**src/mpia_ram.sv**
```systemverilog
`timescale 1ns / 1ps
// Generic single-write, single-read RAM with a registered read port.
// No dependencies.
module mpia_ram #(
	parameter int WIDTH = 16,
	parameter int DEPTH = 272,
	localparam int AW = (DEPTH > 1) ? $clog2(DEPTH) : 1
) (
	input  logic             clk,
	input  logic             we,
	input  logic [AW-1:0]    waddr,
	input  logic [WIDTH-1:0] wdata,
	input  logic             re,
	input  logic [AW-1:0]    raddr,
	output logic [WIDTH-1:0] rdata
);

	logic [WIDTH-1:0] mem [DEPTH];
	logic [WIDTH-1:0] rdata_q;

	always_ff @(posedge clk) begin
		if (we) begin
			mem[waddr] <= wdata;
		end
		if (re) begin
			rdata_q <= mem[raddr];
		end
	end

	assign rdata = rdata_q;

endmodule
```
**config.mk**
```make
export PLATFORM = sky130hd
export DESIGN_NAME = mpia_ram
export DESIGN_NICKNAME = d
export VERILOG_FILES = /design/src/mpia_ram.sv
export SDC_FILE = /design/constraint.sdc
export NUM_CORES = 2
export LEC_CHECK = 0
export BUFFER_PORTS_ARGS = -buffer_cell sky130_fd_sc_hd__buf_4
export CAP_MARGIN = 20
export CELL_PAD_IN_SITES_DETAIL_PLACEMENT = 1
export CELL_PAD_IN_SITES_GLOBAL_PLACEMENT = 2
export CORE_AREA = 2 2 600 602
export CTS_CLUSTER_DIAMETER = 200
export DETAILED_ROUTE_END_ITERATION = 7
export DIE_AREA = 0 0 602 604
export PLACE_DENSITY = 0.83
export SYNTH_ARGS = -nofsm -noshare
export SYNTH_HDL_FRONTEND = slang
export SYNTH_MEMORY_MAX_BITS = 65536
export SYNTH_SLANG_ARGS = --single-unit
```
**constraint.sdc**
```tcl
create_clock -name clk -period 8.4 [get_ports clk]
set_clock_uncertainty 0.2 [all_clocks]
set_input_delay 0.42 -clock clk [delete_from_list [all_inputs] [get_ports clk]]
set_output_delay 0.42 -clock clk [all_outputs]
set_load 0.03 [all_outputs]
```
[Word-level counts from Yosys, hierarchy flattened]
Memory sizes are Yosys's and may differ from the RTL's. A register that Yosys moved wholly into a read port is not among the register bits.
Index checks and enable logic that the tools add are counted.
W data, S select, Z words.
Storage, ports and cells
  bits in registers: 0
  bits in writable memories: 4352
  bits of input ports: 37
  output and inout port bits: 16
  word-level logic and storage cells: 3
  memories: 1
Cells by class
  mux-type cells: 2
Memories
  mem: words 272, bits a word 16, read ports 1, clocked after Yosys merged registers in 1, wr ports 1, line 18  | logic [WIDTH-1:0] mem [DEPTH];
Operator list (number)
  $mux W1: 2

[Longest topological paths before layout]
  word-level depth: 2
  gate-level depth with buffers: 13

[Worst setup path before layout]
Ideal clock, no wire load.
  kind: input to register
  from: in raddr[1]
  to: reg rdata_q[0] (netlist: rdata[0]) (read register of mem), data pin
  setup time: 275 ps
  arrival time: 2479 ps
  required time: 7925 ps
  setup slack: 5446 ps
  cell stages on the path: 8
  cells stage by stage: buf_2 > buf_2 > clkbuf_1 > mux4_2 > mux4_2 > a21o_1 > o41ai_1 > a32oi_1
RTL lines
  start: declaration: line 14  | input logic [AW-1:0] raddr,
  end: declaration: line 19  | logic [WIDTH-1:0] rdata_q;

==> results.toml <==
[worst_setup_path]
slowest_delay_ns = 0.95
timing.critical_path.max_delay_family = "simple AND/OR/NAND/NOR gates"
worst-path-max-fanout = 56
crit_type = "primary input to flop"
cp-end-kind = "flop"
worst_ep_required_time_ns = 8.87
critical_path_arrival_ns = 4.78
critPathMostFrequentCell = "sky130_fd_sc_hd__buf_4"
worst_setup_path_start_kind = "primary input"
critical_path_buf_inv_count = 3
slowest_stage = "sky130_fd_sc_hd__nor4_1"
crit_path_cell_trace = "buf_8 -> buf_4 -> and2_1 -> buf_4 -> a22oi_1 -> nand3_1 -> a41oi_1 -> nor4_1 -> a32oi_1"

[timing]
fmax_mhz = 232
final_max_slew_viol_count = 0
max-slew-margin-rel_pct = 11.3
sum_of_negative_setup_slack_ns = 0
fin_crit_sh_pct = 51.3
rsz0062_at_grt = "no"
shortest_period_the_worst_path_allows_ns = 4.31
max_slew.worst_pin.slew_ns = 1.33
timing.final.hold_violations = 0
final_setup_violation_count = 0

[routing]
drt_iter0_markers = 12621
drt_wl_total_um = 473000
wl_met3_um = 47300
wl_per_cell_um = 35.5
topmost_layer_with_routed_signal_wires = "met5"
avgViaCountPerCell = 6.38
drc = 0
ant_nets = 0
firstDrtPassIters = 7
vias = 84996
dr_wl_met2_um = 227000
routedLengthMet1_um = 178000

[clock_network]
cts_resized = 0
post-cts-setup-buffer-count = 0
clockRootBuffer = "sky130_fd_sc_hd__clkbuf_16"
tritoncts_num_sinks = 4368
htree_levels = 5
holdBufCountCts = 24
cts_tree = "built"
clkLatencyLatePin_ns = 1.01
clk_path_buf_depth = 4
cts_made_buffers = 427
worst_setup_hold_path_clk_slew_ns = 0.06

[synth]
syn-instance-count = 7724
synth.cell_area_sq_um = 167000
area_leader_netlist = "sky130_fd_sc_hd__edfxtp_1"
synth-edff-count = 4368
ys_top_cells_by_count = "4368 x sky130_fd_sc_hd__edfxtp_1, 835 x sky130_fd_sc_hd__mux4_2, 600 x sky130_fd_sc_hd__mux2i_1"
async_reset_ff_share_pct = 0
yosysSeqAreaShare_pct = 78.4
yosys_register_bits = 4368
synth_top_cells_by_area = "sky130_fd_sc_hd__edfxtp_1 78%, sky130_fd_sc_hd__mux4_2 11%, sky130_fd_sc_hd__mux2i_1 3.6%"
synthesis.yosys.warnings = 0
syn_nets = 7761
ys_types = 55
synthesis.area_per_instance_sq_um = 21.7
post-synth-top-count-cell = "sky130_fd_sc_hd__edfxtp_1"
synth_top_cell_area_share_pct = 78.4
ys_dominant_reg_cell = "sky130_fd_sc_hd__edfxtp_1"

[power]
vdd_ir_drop_max_mv = 0.202
power_leakage_nw = 59.5
pd_cells_nw_per_um2 = 238

[floorplan]
placementRows = 220
core_area_sq_um = 358000
ioPinCount = 53
initial_utilization_pct = 46.8
chipWidth_um = 602
dieHeight_um = 604
design.die.area_sq_um = 364000

[cells_and_area]
final-seq-area_sq_um = 131000
finalNetCount = 8234
share_of_final_layout_standard_cells_stronger_than_drive_strength_1_pct = 23.0
layout-area-overhead-vs-synth_pct = 12.8
stdcell_area_sq_um = 189000
multi_input_area_sq_um = 33800
finalNonFillerCells = 13326
fillerInstances = 31041

[global_routing]
grt_pass1_wl_um = 672000
overflow = 0
antenna_violations_before_repair = 32
pin_count_of_the_biggest_net_entering_global_routing = 157
grt_pass1_vias = 87730
groute.usage.overall_pct = 25.8

[place]
post_dp_cell_area_sq_um = 175000
globalplace.congestion = 0.845
io_buffer_count = 52
place_inst = 12505
post-dp-hpwl_um = 275000

[status]
outcome = "finished, final reports clean"

[worst_hold_path]
worst_hold_path_type = "primary input to flop"

[job]
cap_violations = 0
## per-stage QoR
step	setup WS (ns)	hold slack, ns	util (%)	power [mW]
detailed placement	3.20	0.661	48.9	26.6
floorplan	5.45	0.319	-	25.6
global route	4.10	0.0711	52.8	45.8
finish	4.09	0.0649	52.8	44.9
CTS	4.25	0.00467	52.7	45.0
global placement	2.86	0.649	48.9	26.5
## layer usage
metal  track usage, %  up-vias
li1                 -    33629
met1             35.3    45576
met2             41.2     4945
met3             5.02      834
met4             9.74       12
met5                0        -
## worst register-to-register path, cell delays in order, from the launching register on
cell and delay [ns]:
sky130_fd_sc_hd__edfxtp_1 0.38, sky130_fd_sc_hd__mux4_2 0.53, sky130_fd_sc_hd__a22oi_1 0.45, sky130_fd_sc_hd__a41oi_1 0.47
sky130_fd_sc_hd__o41ai_2 1.07, sky130_fd_sc_hd__a32oi_1 0.27
## final cells by class
class                   count  area share [%]
flip-flops and latches   4368            69.5
well taps                4773            3.16
clock inverters           225            1.15
diodes                     12          0.0159
repair buffers            509            2.29
clock buffers             548            5.97
multi-input cells        2881            17.9
inverters                  10          0.0239
## state kept, by name (all words and copies together) (netlist names)
| signal | cells |
|---|---|
| mem | 4352 |
| rdata | 16 |
## worst paths after layout
path	endpoint	slack, ns	startpoint	depth (start not counted)
min reg2reg	rdata[12]$_DFFE_PP_	0.87	mem[256][12]$_DFFE_PP_	4
max	rdata[13]$_DFFE_PP_	4.09	raddr[1]	9
max reg2reg	rdata[4]$_DFFE_PP_	4.71	mem[70][4]$_DFFE_PP_	5
min	rdata[15]$_DFFE_PP_	0.06	raddr[5]	4
## power by group
group	internal, mW	total (mW)	switching [mW]
Clock	10.4	18.7	8.28
Combinational	0.671	2.12	1.45
Sequential	24.0	24.0	0.0255
Total	35.1	44.9	9.76
## cells by family after synthesis
family | share of synthesized area [%]
buf+inv | 1.49
mux | 14.9
flops | 78.4
simple gates | 1.65
compound gates | 3.54
## layout by cell type (no fill, tap or decap), types with 15 or more instances in the layout
cell | netlist | layout
sky130_fd_sc_hd__a211oi_1 | 57 | 57
sky130_fd_sc_hd__a21oi_1 | 108 | 108
sky130_fd_sc_hd__a221oi_1 | 27 | 27
sky130_fd_sc_hd__a22oi_1 | 248 | 248
sky130_fd_sc_hd__a32oi_1 | 15 | 15
sky130_fd_sc_hd__a41oi_1 | 41 | 41
sky130_fd_sc_hd__buf_12 | 0 | 16
sky130_fd_sc_hd__buf_4 | 69 | 438
sky130_fd_sc_hd__buf_8 | 1 | 20
sky130_fd_sc_hd__bufinv_16 | 0 | 30
sky130_fd_sc_hd__clkbuf_1 | 229 | 115
sky130_fd_sc_hd__clkbuf_16 | 0 | 433
sky130_fd_sc_hd__clkinv_1 | 0 | 87
sky130_fd_sc_hd__clkinv_2 | 0 | 74
sky130_fd_sc_hd__dlygate4sd3_1 | 0 | 24
sky130_fd_sc_hd__edfxtp_1 | 4368 | 4368
sky130_fd_sc_hd__mux2i_1 | 600 | 600
sky130_fd_sc_hd__mux4_2 | 835 | 835
sky130_fd_sc_hd__nand2_1 | 77 | 73
sky130_fd_sc_hd__nand3_1 | 69 | 65
sky130_fd_sc_hd__nand4_1 | 16 | 16
sky130_fd_sc_hd__nor2_1 | 303 | 284
sky130_fd_sc_hd__nor2_2 | 0 | 17
sky130_fd_sc_hd__nor3_1 | 87 | 87
sky130_fd_sc_hd__nor4_1 | 16 | 16
sky130_fd_sc_hd__o211ai_1 | 29 | 29
sky130_fd_sc_hd__o21ai_0 | 22 | 22
sky130_fd_sc_hd__o221ai_1 | 73 | 73
sky130_fd_sc_hd__o22ai_1 | 124 | 124
sky130_fd_sc_hd__o41ai_1 | 18 | 16
Note: power is estimated with default switching activity, not from simulation.
